==> config.mk <==
export PLATFORM = sky130hd
export DESIGN_NAME = ifp_core
export DESIGN_NICKNAME = d
export VERILOG_FILES = /design/src/sv/ifp_pkg.sv /design/src/sv/ifp_core.sv
export SDC_FILE = /design/constraint.sdc
export NUM_CORES = 1
export LEC_CHECK = 0
export BUFFER_PORTS_ARGS = -buffer_cell sky130_fd_sc_hd__buf_4
export CORE_ASPECT_RATIO = 2
export CORE_MARGIN = 10
export CORE_UTILIZATION = 34
export CTS_CLUSTER_DIAMETER = 200
export DETAILED_ROUTE_END_ITERATION = 7
export PLACE_DENSITY = 0.57
export SLEW_MARGIN = 40
export SYNTH_ARGS = -nofsm -noshare
export SYNTH_HDL_FRONTEND = slang
export SYNTH_SLANG_ARGS = --single-unit
export TNS_END_PERCENT = 50
==> constraint.sdc <==
create_clock -name clk -period 10.5 [get_ports clk]
set_input_delay 0.525 -clock clk [delete_from_list [all_inputs] [get_ports clk]]
set_output_delay 0.525 -clock clk [all_outputs]
set_load 0.02 [all_outputs]
==> src/sv/ifp_pkg.sv <==
package ifp_pkg;

    // Fixed IPv4 header size and limits used by the planner.
    localparam logic [15:0] HDR_BYTES   = 16'd20;
    localparam logic [15:0] MIN_MTU     = 16'd28;
    localparam logic [15:0] MTU_RESET   = 16'd1500;
    localparam logic [15:0] ALIGN_MASK  = 16'hFFF8;

    // Command codes of an input word.
    localparam logic CMD_START = 1'b0;
    localparam logic CMD_NEXT  = 1'b1;

    // Result status codes.
    typedef enum logic [2:0] {
        ST_OK        = 3'd0,
        ST_BCAST_BIG = 3'd1,
        ST_DF_SET    = 3'd2,
        ST_MTU_SMALL = 3'd3,
        ST_NONE      = 3'd4
    } status_t;

    // One input word.
    typedef struct packed {
        logic        cmd;
        logic [15:0] total_len;
        logic        dont_fragment;
        logic        more_in;
        logic [12:0] offset_in;
        logic        forwarding;
        logic        broadcast;
        logic [15:0] ident_in;
    } in_word_t;

    // One result word.
    typedef struct packed {
        status_t     status;
        logic [15:0] frag_len;
        logic [12:0] frag_offset;
        logic        more_out;
        logic [15:0] ident_out;
        logic        last;
    } out_word_t;

    // Planner state visible to the top level.
    typedef struct packed {
        logic        pending;
        logic [15:0] id_count;
    } core_stat_t;

endpackage

==> src/sv/ifp_core.sv <==
module ifp_core
    import ifp_pkg::*;
(
    input  logic        clk,
    input  logic        rst_n,
    input  logic        cfg_wr_en,
    input  logic [15:0] cfg_wr_data,
    input  logic        fire,
    input  in_word_t    word,
    output out_word_t   result,
    output core_stat_t  stat
);

    logic [15:0] link_mtu_reg;
    logic [15:0] id_count_reg;
    logic [15:0] id_count_next;
    logic        pending_reg;
    logic        pending_next;
    logic [15:0] next_off_reg;
    logic [15:0] next_off_next;
    logic [15:0] total_reg;
    logic [15:0] chunk_reg;
    logic [12:0] base_off_reg;
    logic        base_more_reg;
    logic [15:0] ident_reg;

    logic        is_start;
    logic [15:0] s_ident;
    logic        s_more;
    logic [12:0] s_offset;
    logic        too_big;
    logic        plan;
    logic [15:0] s_chunk;
    logic [15:0] s_total;

    logic [15:0] e_off;
    logic [15:0] e_chunk;
    logic [15:0] e_total;
    logic [12:0] e_base;
    logic        e_more;
    logic [15:0] e_ident;
    logic [16:0] e_sum;
    logic        e_fin;
    logic [15:0] e_len;
    out_word_t   frag;

    assign is_start = (word.cmd == CMD_START);

    // Local packets take a fresh identifier and lose MF and offset.
    assign s_ident  = word.forwarding ? word.ident_in : id_count_reg;
    assign s_more   = word.forwarding ? word.more_in : 1'b0;
    assign s_offset = word.forwarding ? word.offset_in : 13'd0;

    assign too_big = (word.total_len > link_mtu_reg);
    assign plan    = too_big && !word.broadcast && !word.dont_fragment
                     && (link_mtu_reg >= MIN_MTU);
    assign s_chunk = (link_mtu_reg - HDR_BYTES) & ALIGN_MASK;
    // A packet shorter than its header has an empty payload.
    assign s_total = (word.total_len >= HDR_BYTES) ? (word.total_len - HDR_BYTES) : 16'd0;

    // Fragment slice: a start takes the new plan, a next takes the held one.
    assign e_off   = is_start ? 16'd0 : next_off_reg;
    assign e_chunk = is_start ? s_chunk : chunk_reg;
    assign e_total = is_start ? s_total : total_reg;
    assign e_base  = is_start ? s_offset : base_off_reg;
    assign e_more  = is_start ? s_more : base_more_reg;
    assign e_ident = is_start ? s_ident : ident_reg;

    assign e_sum = {1'b0, e_off} + {1'b0, e_chunk};
    assign e_fin = (e_sum >= {1'b0, e_total});
    assign e_len = e_fin ? (e_total - e_off) : e_chunk;

    always_comb
    begin
        frag.status      = ST_OK;
        frag.frag_len    = e_len + HDR_BYTES;
        frag.frag_offset = e_base + e_off[15:3];
        frag.more_out    = e_fin ? e_more : 1'b1;
        frag.ident_out   = e_ident;
        frag.last        = e_fin;
    end

    // Result selection in check order.
    always_comb
    begin
        result = '0;
        if (is_start)
        begin
            if (word.broadcast && too_big)
            begin
                result.status = ST_BCAST_BIG;
            end
            else if (!too_big)
            begin
                result.status      = ST_OK;
                result.frag_len    = word.total_len;
                result.frag_offset = s_offset;
                result.more_out    = s_more;
                result.ident_out   = s_ident;
                result.last        = 1'b1;
            end
            else if (word.dont_fragment)
            begin
                result.status = ST_DF_SET;
            end
            else if (link_mtu_reg < MIN_MTU)
            begin
                result.status = ST_MTU_SMALL;
            end
            else
            begin
                result = frag;
            end
        end
        else if (!pending_reg)
        begin
            result.status = ST_NONE;
        end
        else
        begin
            result = frag;
        end
    end

    // Next values of the control state.
    always_comb
    begin
        id_count_next = id_count_reg;
        pending_next  = pending_reg;
        next_off_next = next_off_reg;
        if (fire)
        begin
            if (is_start)
            begin
                if (!word.forwarding)
                begin
                    id_count_next = id_count_reg + 16'd1;
                end
                pending_next  = plan && !e_fin;
                next_off_next = e_sum[15:0];
            end
            else if (pending_reg)
            begin
                pending_next  = !e_fin;
                next_off_next = e_sum[15:0];
            end
        end
    end

    always_ff @(posedge clk or negedge rst_n)
    begin
        if (!rst_n)
        begin
            link_mtu_reg <= MTU_RESET;
            id_count_reg <= '0;
            pending_reg  <= 1'b0;
        end
        else
        begin
            if (cfg_wr_en)
            begin
                link_mtu_reg <= cfg_wr_data;
            end
            id_count_reg <= id_count_next;
            pending_reg  <= pending_next;
        end
    end

    // Plan registers are only read while a packet is pending.
    always_ff @(posedge clk)
    begin
        next_off_reg <= next_off_next;
        if (fire && is_start && plan)
        begin
            total_reg     <= s_total;
            chunk_reg     <= s_chunk;
            base_off_reg  <= s_offset;
            base_more_reg <= s_more;
            ident_reg     <= s_ident;
        end
    end

    assign stat.pending  = pending_reg;
    assign stat.id_count = id_count_reg;

endmodule

==> flow_summary.json, run 1 <==
{
  "slew_headroom_pct": 45.2,
  "cts_resized": 0,
  "cts_hold_buf": 0,
  "grt_max_degree": 47,
  "place_congestion": 0.899,
  "start_util_pct": 34.6,
  "vias": 7555,
  "rr_startpoint": "link_mtu_reg[2]",
  "hp-class": "primary input to async pin",
  "min_period_ns": 7.99,
  "clockBufferDepth": 2,
  "grt_pass1_wl_um": 43400,
  "numCtsBuffers": 9,
  "multi_input_area_mm2": 0.00521,
  "yosys-top-cells-area": "edfxtp_1 (26%), ha_1 (11%), dfrtp_1 (7.5%), nand2_1 (5.3%), xnor2_1 (5.3%)",
  "max_freq_ghz": 0.125,
  "slowest_delay_ns": 0.55,
  "ys_ff_latch": 108,
  "drive_above_1_share_pct": 19.3,
  "antenna_cells": 0,
  "rsz0062_at_grt": "no",
  "finalHoldViolCount": 0,
  "hpwl_um": 23000,
  "slew_viol_final": 0,
  "crit_start": "link_mtu_reg[2]",
  "fill_cells": 2629,
  "fin_area_mm2": 0.0104,
  "drt_first_iter_violations": 331,
  "critPathSlowestCell": "dfstp_2",
  "syn_nets": 1123,
  "cts-root-buf": "clkbuf_16",
  "grt_pass1_vias": 8026,
  "vdd_drop_max_v": 0.0000838,
  "viasPerCell": 5.26,
  "critPathLaunchType": "flip-flop",
  "synth_edf_count": 75,
  "fp.dieH_um": 247,
  "synth.most_common_cell": "nand2_1",
  "rrSetupSlack_ns": 4.96,
  "drt-pass1-iter-count": 5,
  "worstSetupPathType": "flip-flop to output port",
  "netlist_top_cells_count": "nand2_1 (124), inv_1 (90), ha_1 (79)",
  "crit_required_ns": 9.98,
  "setup_viol": 0,
  "ant_nets": 0,
  "fin_crit_sh_pct": 76.1,
  "post_cts_buffers": 0,
  "postPlaceCellArea_mm2": 0.0101,
  "die_width_um": 133,
  "cts_sinks": 108,
  "crit_top_cell": "o21ai_0",
  "path_max_fanout": 9,
  "tns_ns": 0,
  "drt-total-wl_um": 28200,
  "yosys_warnings": 0,
  "cts_tree": "yes",
  "placeableCoreArea_mm2": 0.0252,
  "antenna_found_initial": 0,
  "worstPathArrival_ns": 7.47,
  "grt_overflow_total": 0,
  "r2r_cells": 25,
  "synth_area_mm2": 0.00873,
  "synthDistinctLibCells": 77,
  "port_buffers": 136,
  "async_flop_share_pct": 30.6,
  "synthDominantCellAreaShare_pct": 25.8,
  "netlist_instances": 971,
  "io_pins": 137,
  "final_cells": 1437,
  "power.leakage_nw": 4.62,
  "syn_avg_cell_area_um2": 8.99,
  "yosysSeqAreaShare_pct": 35.4,
  "skew_ns": 0.0129,
  "powerDensity_mw_per_mm2": 146,
  "placed_cells": 1421,
  "worst_pin_slew_ns": 0.822,
  "synth_ff_type": "edfxtp_1",
  "insertion_delay_ns": 0.38,
  "nets": 1248,
  "post_drt_wl_per_cell_um": 19.6,
  "path_clk_slew_ns": 0.08,
  "grt_usage_pct": 16.9,
  "crit_path_end_kind": "output port",
  "r2r_end": "pending_reg",
  "final_util_pct": 41.3,
  "drc": 0,
  "status": "finished, final reports clean",
  "die_area_mm2": 0.0329,
  "final-seq-area_mm2": 0.00309,
  "synthToLayoutAreaGrowth_pct": 19.5,
  "p_total_w": 0.00152,
  "yosysTopAreaCell": "edfxtp_1",
  "num_rows": 82,
  "drv_cap": 0,
  "htreeDepth": 3
}
-- cell families after synthesis --
logic type               after synthesis  share of synthesized area, %
adder cells (fa/ha/maj)               82                          12.0
flip-flops                           108                          35.4
multiplexers                          35                          4.43
AND/OR/NAND/NOR                      307                          16.9
buffers and inverters                121                          5.26
AO/OA/AOI/OAI                        245                          18.7
XOR/XNOR                              73                          7.32
-- final cells by class --
class | instances | share of cell area, %
Clock inverter | 7 | 0.648
Tap cell | 336 | 4.03
Inverter | 91 | 3.27
Timing Repair Buffer | 144 | 10.4
Multi-Input combinational cell | 742 | 49.9
Clock buffer | 9 | 2.16
Sequential cell | 108 | 29.6
-- through the flow --
| step | hold slack, ns | setup WS (ns) |
|---|---|---|
| after floorplan | 0.229 | 3.25 |
| after global placement | 0.489 | 2.78 |
| after detailed placement | 0.492 | 2.69 |
| after CTS | 0.0915 | 2.46 |
| after global routing | 0.111 | 1.86 |
| final | 0.0836 | 2.51 |
-- layer usage --
layer  vias up  wire length [um]  track usage (%)
li1       3743                 -                -
met1      3578              9770             15.5
met2       175             15900             33.5
met3        59              1040             2.89
met4         0              1460             9.84
met5         -                 0                0
-- where the power goes --
part | internal, W | switching [W] | total (W)
clock network | 0.000168 | 0.000182 | 0.000350
registers | 0.000491 | 0.0000275 | 0.000519
logic | 0.000263 | 0.000392 | 0.000656
-- layout by cell type (no fill, tap or decap), drive strengths merged, types with 18 or more instances in the layout --
cell type / instances
buf: 144
nor2: 62
nand2: 124
xor2: 20
a22o: 22
o21ai: 74
a21oi: 45
ha: 79
inv: 95
dfrtp: 26
mux2: 29
nor3: 20
edfxtp: 75
xnor2: 53
nand3: 18
-- how the worst max path moves through the flow --
stage / endpoint / cells after the start
after global routing: result[39] / 31
after detailed placement: result[39] / 31
after global placement: result[39] / 31
after CTS: result[39] / 31
after floorplan: result[41] / 32
final: result[39] / 31
-- worst max-delay path, delay by kind of cell, from the launching register on --
family | cells | cell delay [ns]
AO/OA/AOI/OAI | 15 | 3.10
XOR/XNOR | 2 | 0.31
buffers and inverters | 3 | 0.45
adder cells (fa/ha/maj) | 4 | 1.23
flip-flops | 1 | 0.55
AND/OR/NAND/NOR | 7 | 1.44
No activity file was read; power rests on OpenSTA's default activity.
==> run 2, diff against run 1 <==
clock period = 8.1 ns   (was 10.5 ns; I/O delays follow)
==> flow_summary.json, run 2 (synthesis results as in run 1) <==
{
  "viasPerCell": 5.22,
  "post_drt_wl_per_cell_um": 19.8,
  "die_area_mm2": 0.0329,
  "postPlaceCellArea_mm2": 0.0102,
  "worst_pin_slew_ns": 0.815,
  "clockBufferDepth": 2,
  "fin_area_mm2": 0.0105,
  "io_pins": 137,
  "skew_ns": 0.0114,
  "critPathLaunchType": "flip-flop",
  "tns_ns": 0,
  "holdPathStages": 3,
  "place_congestion": 0.887,
  "status": "finished, final reports clean",
  "cts_tree": "yes",
  "placeableCoreArea_mm2": 0.0252,
  "grt_max_degree": 42,
  "numCtsBuffers": 9,
  "vias": 7537,
  "final-seq-area_mm2": 0.00309,
  "cts_sinks": 108,
  "timing.hold.ws_ns": 0.229,
  "drt_first_iter_violations": 361,
  "grt_pass1_vias": 8091,
  "hpwl_um": 22800,
  "drt-pass1-iter-count": 5,
  "min_period_ns": 7.53,
  "grt_usage_pct": 17.2,
  "worstSetupPathType": "flip-flop to output port",
  "port_buffers": 136,
  "start_util_pct": 34.6,
  "antenna_found_initial": 1,
  "synthToLayoutAreaGrowth_pct": 20.4,
  "num_rows": 82,
  "insertion_delay_ns": 0.38,
  "final_common_cell": "buf_4",
  "fill_cells": 2619,
  "nets": 1253,
  "slew_headroom_pct": 45.7,
  "fin_crit_sh_pct": 93.0,
  "vdd_drop_max_v": 0.000165,
  "multi_input_area_mm2": 0.00521,
  "crit_required_ns": 7.70,
  "post_cts_buffers": 0,
  "powerDensity_mw_per_mm2": 194,
  "setup_viol": 0,
  "htreeDepth": 3,
  "die_width_um": 133,
  "ant_nets": 0,
  "drv_cap": 0,
  "max_freq_ghz": 0.133,
  "drt-total-wl_um": 28500,
  "hp-class": "primary input to flip-flop",
  "grt_pass1_wl_um": 44200,
  "worst_slack_ns": 0.568,
  "dpl_worst_slack_ns": 0.760,
  "drc": 0,
  "slew_viol_final": 0,
  "final_cell_mix": "buf_4 (148), nand2_1 (124), inv_1 (90), ha_1 (79), edfxtp_1 (75)",
  "cts-root-buf": "clkbuf_16",
  "critPathSlowestCell": "dfstp_2",
  "grt_overflow_total": 0,
  "fp.dieH_um": 247,
  "finalHoldViolCount": 0,
  "rsz0062_at_grt": "no",
  "power.leakage_nw": 4.66,
  "crit_path_end_kind": "output port",
  "path_max_fanout": 11,
  "drive_above_1_share_pct": 19.7,
  "r2r_cells": 23,
  "slowest_delay_ns": 0.55,
  "worstPathArrival_ns": 7.13,
  "path_clk_slew_ns": 0.08
}
## run 2: final timing paths
| path | start | endpoint | slack [ns] |
|---|---|---|---|
| max in group asynchronous | rst_n | link_mtu_reg[2] | 7.27 |
| min reg2reg | id_count_reg[15] | id_count_reg[15] | 0.51 |
| min | cfg_wr_data[15] | link_mtu_reg[15] | 0.23 |
| max | link_mtu_reg[2] | result[41] | 0.57 |
| max reg2reg | link_mtu_reg[2] | pending_reg | 2.78 |
| min in group asynchronous | rst_n | link_mtu_reg[14] | 0.50 |
## run 2: critical path: cells and delay by family, from the launching register on
family,cells,cell delay [ns]
xor gates and xnor gates,1,0.18
AOI/OAI and AO/OA,15,3.12
adders and majority gates,4,1.17
DFF,1,0.55
buffers and inverters,4,0.60
and+or+nand+nor,6,1.12
## run 2: area by class of cell
cell class / instances / area share [%]
well taps: 336 / 4.00
multi-input cells: 742 / 49.6
inverters: 91 / 3.25
clock inverters: 7 / 0.976
flip-flops and latches: 108 / 29.4
diodes: 1 / 0.0238
clock buffers: 9 / 2.14
repair buffers: 149 / 10.7
## run 2: per-layer routing
metal	GRT usage (%)	routed length (um)	up-vias
li1	-	-	3756
met1	16.4	10300	3593
met2	34.2	16200	148
met3	2.94	961	40
met4	7.85	1000	0
met5	0	0	-
## run 2: stage by stage
step,total power [W],std cells,utilization (%)
after floorplan,0.00124,971,-
after global placement,0.00154,1425,40.2
after detailed placement,0.00155,1425,40.3
after CTS,0.00205,1442,41.6
after global routing,0.00216,1443,41.6
final,0.00204,1443,41.6
## run 2: power breakdown
part / leakage [nW] / internal [W] / switching [W] / total, W
clock network: 0.160 / 0.000252 / 0.000248 / 0.000500
logic: 3.41 / 0.000350 / 0.000517 / 0.000867
registers: 1.10 / 0.000637 / 0.0000346 / 0.000671
## run 2: what timing repair did
item                                    CTS  global route
endpoints found under the hold margin    26             0
gates resized for setup                   0             2
hold buffers                              1             0
endpoints found under the setup margin    0             5
==> run 3, diff against run 2 <==
BUFFER_PORTS_ARGS = default   (was -buffer_cell sky130_fd_sc_hd__buf_4)
CORE_UTILIZATION = 55   (was 34)
DONT_BUFFER_PORTS = 1   (was default)
PLACE_DENSITY = 0.75   (was 0.57)
==> flow_summary.json, run 3 (synthesis results as in run 1) <==
{
  "final_cell_mix": "nand2_1 (124), inv_1 (90), ha_1 (79), edfxtp_1 (75), o21ai_0 (69)",
  "hpwl_um": 20800,
  "path_max_fanout": 23,
  "fin_area_mm2": 0.00931,
  "slew_headroom_pct": 42.2,
  "worstPathArrival_ns": 7.10,
  "r2r_cells": 26,
  "skew_ns": 0.0134,
  "worstHoldEndpoint": "link_mtu_reg[7]",
  "postPlaceCellArea_mm2": 0.00898,
  "max_freq_ghz": 0.133,
  "cts-root-buf": "clkbuf_16",
  "powerDensity_mw_per_mm2": 202,
  "fin_crit_sh_pct": 92.6,
  "tns_ns": 0,
  "port_buffers": 0,
  "rsz0062_at_grt": "no",
  "grt_overflow_total": 0,
  "vias": 7339,
  "drt_first_iter_violations": 591,
  "slew_viol_final": 0,
  "synthToLayoutAreaGrowth_pct": 6.61,
  "htreeDepth": 3,
  "p_clk_share_pct": 23.6,
  "drc": 0,
  "cts_tree": "yes",
  "grt_max_degree": 79,
  "post_drt_wl_per_cell_um": 22.0,
  "start_util_pct": 55.6,
  "grt_pass1_vias": 7657,
  "p_int_w": 0.00114,
  "viasPerCell": 6.26,
  "final_cells": 1172,
  "clockBufferDepth": 2,
  "final_common_cell": "nand2_1",
  "r2r_end": "pending_reg",
  "worstSetupPathType": "flip-flop to output port",
  "setup_viol": 0,
  "worst_slack_ns": 0.596,
  "worstHoldStart": "cfg_wr_en",
  "switching_share_pct": 39.5,
  "grt_pass1_wl_um": 40100,
  "die_area_mm2": 0.0216,
  "drive_above_1_share_pct": 8.56,
  "crit_required_ns": 7.70,
  "slowest_delay_ns": 0.54,
  "critPathLaunchType": "flip-flop",
  "worst_pin_slew_ns": 0.859,
  "finalHoldViolCount": 0,
  "placeableCoreArea_mm2": 0.0157,
  "rrSetupSlack_ns": 2.75,
  "io_pins": 137,
  "insertion_delay_ns": 0.37,
  "path_clk_slew_ns": 0.08,
  "placed_cells": 1153,
  "grt_usage_pct": 24.1,
  "combPwrFrac_pct": 40.0,
  "critPathSlowestCell": "dfstp_2",
  "holdPathStages": 1,
  "p_sw_w": 0.000741,
  "place_congestion": 0.969,
  "timing.hold.ws_ns": 0.0981,
  "antenna_found_initial": 1,
  "power.leakage_nw": 3.97,
  "drt-total-wl_um": 25800,
  "die_width_um": 109,
  "dpl_worst_slack_ns": 0.926,
  "status": "finished, final reports clean",
  "num_rows": 65,
  "nets": 1117,
  "cts_sinks": 108,
  "hp-class": "primary input to flip-flop",
  "p_seq_share_pct": 36.5,
  "drv_cap": 0,
  "min_period_ns": 7.50,
  "vdd_drop_max_v": 0.000187,
  "crit_path_end_kind": "output port",
  "numCtsBuffers": 9,
  "fp.dieH_um": 198,
  "rr_startpoint": "link_mtu_reg[2]",
  "drt-pass1-iter-count": 5,
  "ant_nets": 0
}
[run 3: timing repair]
action,4_1_cts,5_1_grt
setup buffers,0,0
setup endpoints to repair,0,4
resized for setup,0,2
hold endpoints to repair,33,0
hold buffers,2,0
[run 3: worst max path at each step]
stage                            end  cells past startpoint  slack [ns]            start
after global placement    result[41]                     31        1.19  link_mtu_reg[2]
final                     result[41]                     29        0.60  link_mtu_reg[2]
after detailed placement  result[41]                     29        0.93  link_mtu_reg[2]
after floorplan           result[41]                     32        1.09         word[49]
after CTS                 result[39]                     32        0.55  link_mtu_reg[2]
after global routing      result[45]                     31        0.12  link_mtu_reg[2]
[run 3: power groups by stage]
stage / clock (W) / sequential, W / combinational [W]
detailed placement: 0 / 0.000697 / 0.000729
floorplan: 0 / 0.000685 / 0.000559
global placement: 0 / 0.000696 / 0.000718
finish: 0.000442 / 0.000685 / 0.000751
global route: 0.000464 / 0.000689 / 0.000824
CTS: 0.000443 / 0.000685 / 0.000739
[run 3: layout make-up]
cell class | count | area [um2]
flip-flops and latches | 108 | 3090
diodes | 1 | 2.50
multi-input cells | 742 | 5230
inverters | 91 | 342
clock inverters | 6 | 55.1
repair buffers | 13 | 113
clock buffers | 10 | 229
well taps | 201 | 251
fillers | 1371 | 6390
[run 3: critical path: cells and delay by family (launching register included)]
kind / cells / cell delay, ns
xor gates and xnor gates: 1 / 0.18
AOI/OAI and AO/OA: 15 / 3.21
and+or+nand+nor: 6 / 1.12
adders and majority gates: 4 / 1.21
DFF: 1 / 0.54
buffers and inverters: 3 / 0.45
[run 3: layer usage]
layer  up-vias  global-route usage, %  share of wire, %
met2       284                   45.0                54
met4         0                   16.8               7.1
met1      3466                   21.2                32
met5         -                      0                 0
met3       100                   6.45               6.7
li1       3489                      -                 -
[run 3: metrics by stage]
stage               total power (W)  util [%]
floorplan                   0.00124         -
global placement            0.00141      57.1
detailed placement          0.00143      57.2
CTS                         0.00187      59.2
global route                0.00198      59.3
finish                      0.00188      59.3
